**config.mk**
```make
export PLATFORM = sky130hd
export DESIGN_NAME = double_ended_queue_flat
export DESIGN_NICKNAME = d
export VERILOG_FILES = /design/src/design/deq_pkg.sv /design/src/design/deq_ifs.sv /design/src/design/double_ended_queue.sv /design/src/flat_wrapper.sv
export VERILOG_INCLUDE_DIRS = /design/src /design/src/design
export SDC_FILE = /design/constraint.sdc
export NUM_CORES = 2
export LEC_CHECK = 0
export BUFFER_PORTS_ARGS = -buffer_cell sky130_fd_sc_hd__buf_2
export CORE_ASPECT_RATIO = 1.2
export CORE_MARGIN = 3
export CORE_UTILIZATION = 25
export DETAILED_ROUTE_END_ITERATION = 7
export SETUP_SLACK_MARGIN = 0.3
export SYNTH_ARGS = -nofsm -noshare
export SYNTH_HDL_FRONTEND = slang
export SYNTH_SLANG_ARGS = --single-unit
```
**constraint.sdc**
```tcl
create_clock -name i_clk -period 9.4 [get_ports i_clk]
set_input_delay 1.88 -clock i_clk [delete_from_list [all_inputs] [get_ports i_clk]]
set_output_delay 1.88 -clock i_clk [all_outputs]
set_load 0.1 [all_outputs]
```
**src/design/double_ended_queue_defines.svh**
```systemverilog
// Assertion macros shared by the double-ended queue RTL.
// Depends on nothing; included by the files that carry assertions.
`ifndef DOUBLE_ENDED_QUEUE_DEFINES_SVH
`define DOUBLE_ENDED_QUEUE_DEFINES_SVH

// Same-cycle implication, checked at every rising edge outside reset.
`define DEQ_ASSERT_NOW(label, clk, rst_n, ante, cons) \
    label: assert property (@(posedge clk) disable iff (!(rst_n)) (ante) |-> (cons)) \
        else $error("double_ended_queue: same-cycle check failed");

// Next-cycle implication, checked at every rising edge outside reset.
`define DEQ_ASSERT_NEXT(label, clk, rst_n, ante, cons) \
    label: assert property (@(posedge clk) disable iff (!(rst_n)) (ante) |=> (cons)) \
        else $error("double_ended_queue: next-cycle check failed");

`endif

```
**src/design/deq_pkg.sv**
```systemverilog
// Shared constants for the double-ended queue: widths, opcodes and status codes.
// Depends on nothing; used by the interfaces and the top level.
`default_nettype none

package deq_pkg;

    // Default ring depth.
    localparam int DefaultDepth = 64;

    // Payload widths.
    localparam int OpW   = 3;
    localparam int DataW = 32;
    localparam int StW   = 2;

    // Command opcodes.
    localparam logic [OpW-1:0] OP_PUSH_FRONT = 3'd0;
    localparam logic [OpW-1:0] OP_PUSH_BACK  = 3'd1;
    localparam logic [OpW-1:0] OP_POP_FRONT  = 3'd2;
    localparam logic [OpW-1:0] OP_POP_BACK   = 3'd3;
    localparam logic [OpW-1:0] OP_LIST       = 3'd4;

    // Result status codes.
    localparam logic [StW-1:0] ST_OK    = 2'd0;
    localparam logic [StW-1:0] ST_EMPTY = 2'd1;
    localparam logic [StW-1:0] ST_FULL  = 2'd2;

endpackage

`default_nettype wire

```
**src/design/deq_ifs.sv**
```systemverilog
// Valid/ready channel interfaces for the double-ended queue command and result.
// Depends on deq_pkg for the payload widths.
`default_nettype none

// Command channel: opcode and value.
interface deq_cmd_if;
    logic                               valid;
    logic                               ready;
    logic        [deq_pkg::OpW-1:0]     opcode;
    logic signed [deq_pkg::DataW-1:0]   value;

    modport source (output valid, output opcode, output value, input ready);
    modport sink   (input valid, input opcode, input value, output ready);
endinterface

// Result channel: status, data and last marker.
interface deq_rsp_if;
    logic                               valid;
    logic                               ready;
    logic        [deq_pkg::StW-1:0]     status;
    logic signed [deq_pkg::DataW-1:0]   data;
    logic                               last;

    modport source (output valid, output status, output data, output last, input ready);
    modport sink   (input valid, input status, input data, input last, output ready);
endinterface

`default_nettype wire

```
**src/design/double_ended_queue.sv**
```systemverilog
// Double-ended queue of signed 32-bit values held as a ring in one memory of DEPTH
// entries with a front pointer and an element count. Push front, push back, pop front
// and pop back each take one command transaction and give one result transaction; with
// the result side ready, one command is accepted every cycle. A pop reads the memory at
// acceptance and its result reaches the output through a result stage and an output
// register. A list command gives one result per held element, since the single read
// port delivers one entry a cycle while the result stage has room; an empty list gives
// one status result. Commands are not accepted while a list is streaming. Unknown
// opcodes are consumed with no result. The memory needs no clearing after reset.
`default_nettype none
`include "double_ended_queue_defines.svh"

module double_ended_queue #(
    parameter int DEPTH = deq_pkg::DefaultDepth
) (
    input  logic       i_clk,
    input  logic       i_rst_n,
    deq_cmd_if.sink    i_cmd,
    deq_rsp_if.source  o_rsp
);

    localparam int AW = (DEPTH > 1) ? $clog2(DEPTH) : 1;
    localparam int CW = $clog2(DEPTH + 1);
    localparam int SW = CW + 1;
    localparam logic [CW-1:0] FullCount = CW'(DEPTH);
    localparam logic [SW-1:0] DepthSum  = SW'(DEPTH);
    localparam logic [AW-1:0] LastAddr  = AW'(DEPTH - 1);

    typedef enum logic [1:0] {
        S_IDLE = 2'b01,
        S_LIST = 2'b10
    } t_state;

    // Ring index of an offset from a base slot, wrapped modulo DEPTH.
    function automatic logic [AW-1:0] ring_add(input logic [AW-1:0] base,
                                               input logic [CW-1:0] off);
        logic [SW-1:0] sum;
        sum = SW'(base) + SW'(off);
        if (sum >= DepthSum) begin
            sum = sum - DepthSum;
        end
        return sum[AW-1:0];
    endfunction

    // Control state.
    t_state          r_state, n_state;
    logic [AW-1:0]   r_front, n_front;
    logic [CW-1:0]   r_count, n_count;
    logic [CW-1:0]   r_lidx,  n_lidx;

    // Ring storage and its registered read data.
    logic signed [deq_pkg::DataW-1:0] r_mem [DEPTH];
    logic signed [deq_pkg::DataW-1:0] r_rd_data;

    // Result stage, aligned with the memory read data.
    logic                      r_stg_vld;
    logic [deq_pkg::StW-1:0]   r_stg_status;
    logic                      r_stg_last;
    logic                      r_stg_mem;

    // Output register.
    logic                             r_out_vld;
    logic [deq_pkg::StW-1:0]          r_out_status;
    logic signed [deq_pkg::DataW-1:0] r_out_data;
    logic                             r_out_last;

    logic                    out_free, stg_move, stg_room, in_ready, in_fire;
    logic                    is_empty, is_full;
    logic                    wr_en, rd_en;
    logic [AW-1:0]           wr_addr, rd_addr;
    logic                    ld_stg, ld_last, ld_mem;
    logic [deq_pkg::StW-1:0] ld_status;

    // Handshake bookkeeping across the two result registers.
    assign out_free = !r_out_vld || o_rsp.ready;
    assign stg_move = r_stg_vld && out_free;
    assign stg_room = !r_stg_vld || out_free;
    assign in_ready = (r_state == S_IDLE) && stg_room;
    assign in_fire  = i_cmd.valid && in_ready;
    assign is_empty = (r_count == '0);
    assign is_full  = (r_count == FullCount);

    assign i_cmd.ready  = in_ready;
    assign o_rsp.valid  = r_out_vld;
    assign o_rsp.status = r_out_status;
    assign o_rsp.data   = r_out_data;
    assign o_rsp.last   = r_out_last;

    // Command decode, pointer update and memory access selection.
    always_comb begin
        n_state   = r_state;
        n_front   = r_front;
        n_count   = r_count;
        n_lidx    = r_lidx;
        wr_en     = 1'b0;
        wr_addr   = '0;
        rd_en     = 1'b0;
        rd_addr   = '0;
        ld_stg    = 1'b0;
        ld_status = deq_pkg::ST_OK;
        ld_last   = 1'b1;
        ld_mem    = 1'b0;
        unique case (r_state)
            S_IDLE: begin
                if (in_fire) begin
                    unique case (i_cmd.opcode) inside
                        deq_pkg::OP_PUSH_FRONT, deq_pkg::OP_PUSH_BACK: begin
                            ld_stg = 1'b1;
                            if (is_full) begin
                                ld_status = deq_pkg::ST_FULL;
                            end else begin
                                wr_en   = 1'b1;
                                n_count = r_count + CW'(1);
                                if (i_cmd.opcode == deq_pkg::OP_PUSH_FRONT) begin
                                    n_front = (r_front == '0) ? LastAddr : r_front - AW'(1);
                                    wr_addr = n_front;
                                end else begin
                                    wr_addr = ring_add(r_front, r_count);
                                end
                            end
                        end
                        deq_pkg::OP_POP_FRONT, deq_pkg::OP_POP_BACK: begin
                            ld_stg = 1'b1;
                            if (is_empty) begin
                                ld_status = deq_pkg::ST_EMPTY;
                            end else begin
                                rd_en   = 1'b1;
                                ld_mem  = 1'b1;
                                n_count = r_count - CW'(1);
                                if (i_cmd.opcode == deq_pkg::OP_POP_FRONT) begin
                                    rd_addr = r_front;
                                    n_front = ring_add(r_front, CW'(1));
                                end else begin
                                    rd_addr = ring_add(r_front, r_count - CW'(1));
                                end
                            end
                        end
                        deq_pkg::OP_LIST: begin
                            if (is_empty) begin
                                ld_stg    = 1'b1;
                                ld_status = deq_pkg::ST_EMPTY;
                            end else begin
                                n_state = S_LIST;
                                n_lidx  = '0;
                            end
                        end
                        default: begin
                        end
                    endcase
                end
            end
            S_LIST: begin
                // One held entry is read per cycle while the result stage has room.
                if (stg_room) begin
                    ld_stg  = 1'b1;
                    ld_mem  = 1'b1;
                    rd_en   = 1'b1;
                    rd_addr = ring_add(r_front, r_lidx);
                    ld_last = (r_lidx == r_count - CW'(1));
                    n_lidx  = r_lidx + CW'(1);
                    if (ld_last) begin
                        n_state = S_IDLE;
                    end
                end
            end
            default: begin
                n_state = S_IDLE;
            end
        endcase
    end

    // Control registers.
    always_ff @(posedge i_clk) begin
        if (!i_rst_n) begin
            r_state <= S_IDLE;
            r_front <= '0;
            r_count <= '0;
            r_lidx  <= '0;
        end else begin
            r_state <= n_state;
            r_front <= n_front;
            r_count <= n_count;
            r_lidx  <= n_lidx;
        end
    end

    // Ring memory: one write port and one registered read port.
    always_ff @(posedge i_clk) begin
        if (wr_en) begin
            r_mem[wr_addr] <= i_cmd.value;
        end
        if (rd_en) begin
            r_rd_data <= r_mem[rd_addr];
        end
    end

    // Result stage, valid in step with the read data.
    always_ff @(posedge i_clk) begin
        if (!i_rst_n) begin
            r_stg_vld <= 1'b0;
        end else if (ld_stg) begin
            r_stg_vld <= 1'b1;
        end else if (stg_move) begin
            r_stg_vld <= 1'b0;
        end
        if (ld_stg) begin
            r_stg_status <= ld_status;
            r_stg_last   <= ld_last;
            r_stg_mem    <= ld_mem;
        end
    end

    // Output register, holding a result transaction until it is taken.
    always_ff @(posedge i_clk) begin
        if (!i_rst_n) begin
            r_out_vld <= 1'b0;
        end else if (stg_move) begin
            r_out_vld <= 1'b1;
        end else if (o_rsp.ready) begin
            r_out_vld <= 1'b0;
        end
        if (stg_move) begin
            r_out_status <= r_stg_status;
            r_out_data   <= r_stg_mem ? r_rd_data : '0;
            r_out_last   <= r_stg_last;
        end
    end

    // The element count never passes the ring depth.
    `DEQ_ASSERT_NOW(a_count_bound, i_clk, i_rst_n, 1'b1, r_count <= FullCount)
    // A read is only issued when the stage can take its result.
    `DEQ_ASSERT_NOW(a_read_room, i_clk, i_rst_n, rd_en, stg_room)
    // No command is accepted while a list streams.
    `DEQ_ASSERT_NOW(a_list_block, i_clk, i_rst_n, r_state == S_LIST, !in_ready)
    // The count moves by at most one per cycle.
    `DEQ_ASSERT_NEXT(a_count_step, i_clk, i_rst_n, 1'b1,
        (r_count == $past(r_count)) || (r_count == $past(r_count) + CW'(1))
        || (r_count == $past(r_count) - CW'(1)))
    // A stalled result stage keeps its transaction.
    `DEQ_ASSERT_NEXT(a_stage_hold, i_clk, i_rst_n, r_stg_vld && !out_free, r_stg_vld)

endmodule

`default_nettype wire
```
**src/flat_wrapper.sv**
```systemverilog
// flat-port wrapper written by rule: the top's interface ports become plain ports
module double_ended_queue_flat 
#(
    parameter int DEPTH = deq_pkg::DefaultDepth
)
  (i_clk, i_rst_n, i_cmd_valid, i_cmd_opcode, i_cmd_value, i_cmd_ready, o_rsp_valid, o_rsp_status, o_rsp_data, o_rsp_last, o_rsp_ready);
  deq_cmd_if i_cmd_i ();
  deq_rsp_if o_rsp_i ();
  input  logic i_clk;
  input  logic i_rst_n;
  input wire logic [$bits(i_cmd_i.valid)-1:0] i_cmd_valid;
  input wire logic [$bits(i_cmd_i.opcode)-1:0] i_cmd_opcode;
  input wire logic [$bits(i_cmd_i.value)-1:0] i_cmd_value;
  output wire logic [$bits(i_cmd_i.ready)-1:0] i_cmd_ready;
  output wire logic [$bits(o_rsp_i.valid)-1:0] o_rsp_valid;
  output wire logic [$bits(o_rsp_i.status)-1:0] o_rsp_status;
  output wire logic [$bits(o_rsp_i.data)-1:0] o_rsp_data;
  output wire logic [$bits(o_rsp_i.last)-1:0] o_rsp_last;
  input wire logic [$bits(o_rsp_i.ready)-1:0] o_rsp_ready;
  assign i_cmd_i.valid = i_cmd_valid;
  assign i_cmd_i.opcode = i_cmd_opcode;
  assign i_cmd_i.value = i_cmd_value;
  assign i_cmd_ready = i_cmd_i.ready;
  assign o_rsp_valid = o_rsp_i.valid;
  assign o_rsp_status = o_rsp_i.status;
  assign o_rsp_data = o_rsp_i.data;
  assign o_rsp_last = o_rsp_i.last;
  assign o_rsp_i.ready = o_rsp_ready;
  double_ended_queue #(.DEPTH(DEPTH)) u_core (.i_clk(i_clk), .i_rst_n(i_rst_n), .i_cmd(i_cmd_i), .o_rsp(o_rsp_i));
endmodule
```
==> reports/metrics.cfg <==
[yosys]
synth-main-ff-cell=edfxtp_1
synth_edf_count=2119
synth.yosys.warnings=0
synth.largest_area_cell=edfxtp_1
synthDistinctLibCells=83
syn_avg_cell_area_sq_um=15.7
ys_seq_area_frac=0.743
synthCells=5484
syn_nets=5549
netlist_area_sq_mm=0.0863
synth_seq_cells=2143
synth_top_area_frac=0.737
synth-async-reset-ratio=0
synth.area.top_cells=edfxtp_1 74%, nand2_1 2.4%, mux2i_1 2.3%

[global_route]
grt_pass1_wl_microns=401000
grt.overflow.total=0
grt_max_degree=121
track_usage=0.156
grt_pass1_vias=51700
antenna_found_initial=45

[routing]
postRouteAntennaNets=0
drcViolationCount=0
first_iter_violations=8066
vias_per_cell=5.21
num_vias=53500
wl_per_cell_microns=27.9
firstDrtPassIters=6
wirelength_microns=287000

[critical_path]
crit_fanout=30
setup.worst_path.class=input port to register
arrival_ps=7330
slowest_delay_ps=1050
cp_top_family=compound AO/OA/AOI/OAI gates
crit_buf_inv=3
crit_path_cell_trace=buf_2 -> or3b_1 -> mux2i_2 -> o31a_2 -> buf_4 -> buf_4 -> mux2i_1 -> a22o_1 -> a311o_1 -> o221ai_1 -> and4_1
cp-start-kind=input port
crit_top_cell=buf_4
critPathSlowestCell=o221ai_1
cp.required_ps=10140
cp-end-kind=register

[timing]
finalSetupTns_ps=0
slew_viol_final=2
min_period_ps=6590
fmax_mhz=152
fin_crit_sh=0.701
timing.final.setup_violations=0
setup_slack_ps=2810
skew_ps=68.6
hold_viol=0
rsz0062_at_grt=false
worst_pin_slew_ps=1580
slew_headroom=-0.0671

[run_status]
status=finished with violations
violations=capacitance limit, slew limit

[floorplanning]
core_sq_mm=0.343
die_w_microns=542
die_y_microns=650
initial_core_util=0.252
die_area_sq_mm=0.352
io-pin-count=76
num_rows=235

[finish]
syn_to_final_growth_pct=15.2
nets=5634
layout-drive-gt1-share=0.162

[power]
p_sw_w=0.00591
combPwrFrac=0.141
p_leak_nw=32.2
clkPwrFrac=0.366
vdd.ir_drop.worst_uv=317
power_density_mw_per_mm2=218
power.internal_w=0.0158
swShare=0.273
seqPwrFrac=0.493

[place]
portBuffers=75
pre_cts_slack_ps=1940
gp_congestion=0.882
hpwl_microns=159000

[job]
maxCapViolations=1

[cts]
post_cts_buffers=0
clock_latency_ps=900
cts_made_buffers=205
cts_hold_buf=0
cts_sinks=2143
cts-root-buf=clkbuf_16
cts_resized=0
cts_tree=done
cts_max_level=4
cts.reportedPaths.clkPinSlew_ps=60
cts_buffer_depth=4

[min_path]
hold_class=register to register

==> cells in the mapped netlist, drive strengths merged (82+ instances only) <==
cell type  count
o311ai       156
a21oi        160
nand3        115
o21ai        115
o221ai        93
nor2         185
nand2        544
nor3          82
mux2         128
inv           82
clkbuf       228
buf          178
mux2i        201
edfxtp      2119
and3         166
==> per-stage QoR <==
stage | total power [W] | hold slack, ps | cell area, sq um | util | cells
final | 0.0217 | 418 | 99400 | 0.290 | 10300
after detailed placement | 0.0139 | 405 | 93100 | 0.272 | 9864
after CTS | 0.0217 | 418 | 99300 | 0.290 | 10200
after global placement | 0.0139 | 403 | 92900 | 0.271 | 9849
after global routing | 0.0223 | 428 | 99400 | 0.290 | 10300
after floorplan | 0.0126 | 400 | 86300 | - | 5484
==> power by group through the flow <==
stage / registers (W) / logic, W / clock network [W]
final: 0.0107 / 0.00306 / 0.00794
after global routing: 0.0107 / 0.00317 / 0.00838
after CTS: 0.0107 / 0.00303 / 0.00801
after detailed placement: 0.0109 / 0.00302 / 0
after global placement: 0.0109 / 0.00298 / 0
after floorplan: 0.0110 / 0.00157 / 0
==> kinds of logic after synthesis <==
kind of cell,share of synthesized area
flip-flops,0.743
AND/OR/NAND/NOR,0.0689
AO/OA/AOI/OAI,0.0990
buffers and inverters,0.0255
multiplexers,0.0568
XOR/XNOR,0.00325
adder cells (fa/ha/maj),0.00403
==> layout by cell type (no fill, tap or decap), types with 32 or more instances in the layout <==
cell / n
a22o_1: 34
o22ai_1: 65
nand2_1: 539
o21a_1: 35
a221oi_1: 35
buf_2: 83
clkbuf_16: 207
inv_1: 81
clkinv_1: 61
nand3_1: 114
or2_2: 66
edfxtp_1: 2119
o21ai_0: 104
and4_1: 32
mux2_2: 127
mux4_2: 64
o221ai_1: 93
nor3_1: 78
buf_4: 179
and3_1: 166
a31oi_1: 39
a22oi_1: 34
a2111oi_0: 32
diode_2: 46
a21oi_1: 157
nor2_1: 116
o211ai_1: 33
and2_1: 35
clkbuf_1: 44
o311ai_0: 118
mux2i_1: 200
a21o_1: 38
a211oi_1: 73
a311o_1: 63
nor2_4: 66
==> area by class of cell <==
class,instances,area [sq um]
Clock buffer,251,5350
Inverter,82,310
Antenna cell,46,115
Multi-Input combinational cell,2853,20800
Clock inverter,117,903
Fill cell,33600,243000
Sequential cell,2143,64100
Timing Repair Buffer,284,2180
Tap cell,4503,5630
==> flip-flops by register name (all words and copies together), names as in the netlist <==
name                 cells
u_core.o_rsp.data       32
u_core.o_rsp.last        1
u_core.o_rsp.status      2
u_core.o_rsp.valid       1
u_core.r_count           7
u_core.r_front           6
u_core.r_lidx            7
u_core.r_mem          2048
u_core.r_rd_data        32
u_core.r_state           2
u_core.r_stg_last        1
u_core.r_stg_mem         1
u_core.r_stg_status      2
u_core.r_stg_vld         1
==> final timing paths <==
path	slack, ps	to	depth (start not counted)	start
setup / recovery	2810	u_core.r_rd_data[18]$_DFFE_PP_	11	i_cmd_opcode[2]
hold / removal	420	u_core.o_rsp.last$_DFFE_PP_	0	u_core.r_stg_last$_SDFFCE_PN1P_
setup reg to reg	3250	u_core.r_rd_data[18]$_DFFE_PP_	13	u_core.r_count[0]$_SDFFE_PN0P_
hold reg to reg	420	u_core.o_rsp.last$_DFFE_PP_	0	u_core.r_stg_last$_SDFFCE_PN1P_
==> routing by layer <==
metal	track usage	wire length [microns]	up-vias
met5	0	103	-
met4	0.0869	17300	14
met3	0.0299	28700	652
met2	0.255	136000	3331
met1	0.193	105000	27600
li1	-	-	22000
Power figures use the tool's default switching activity.
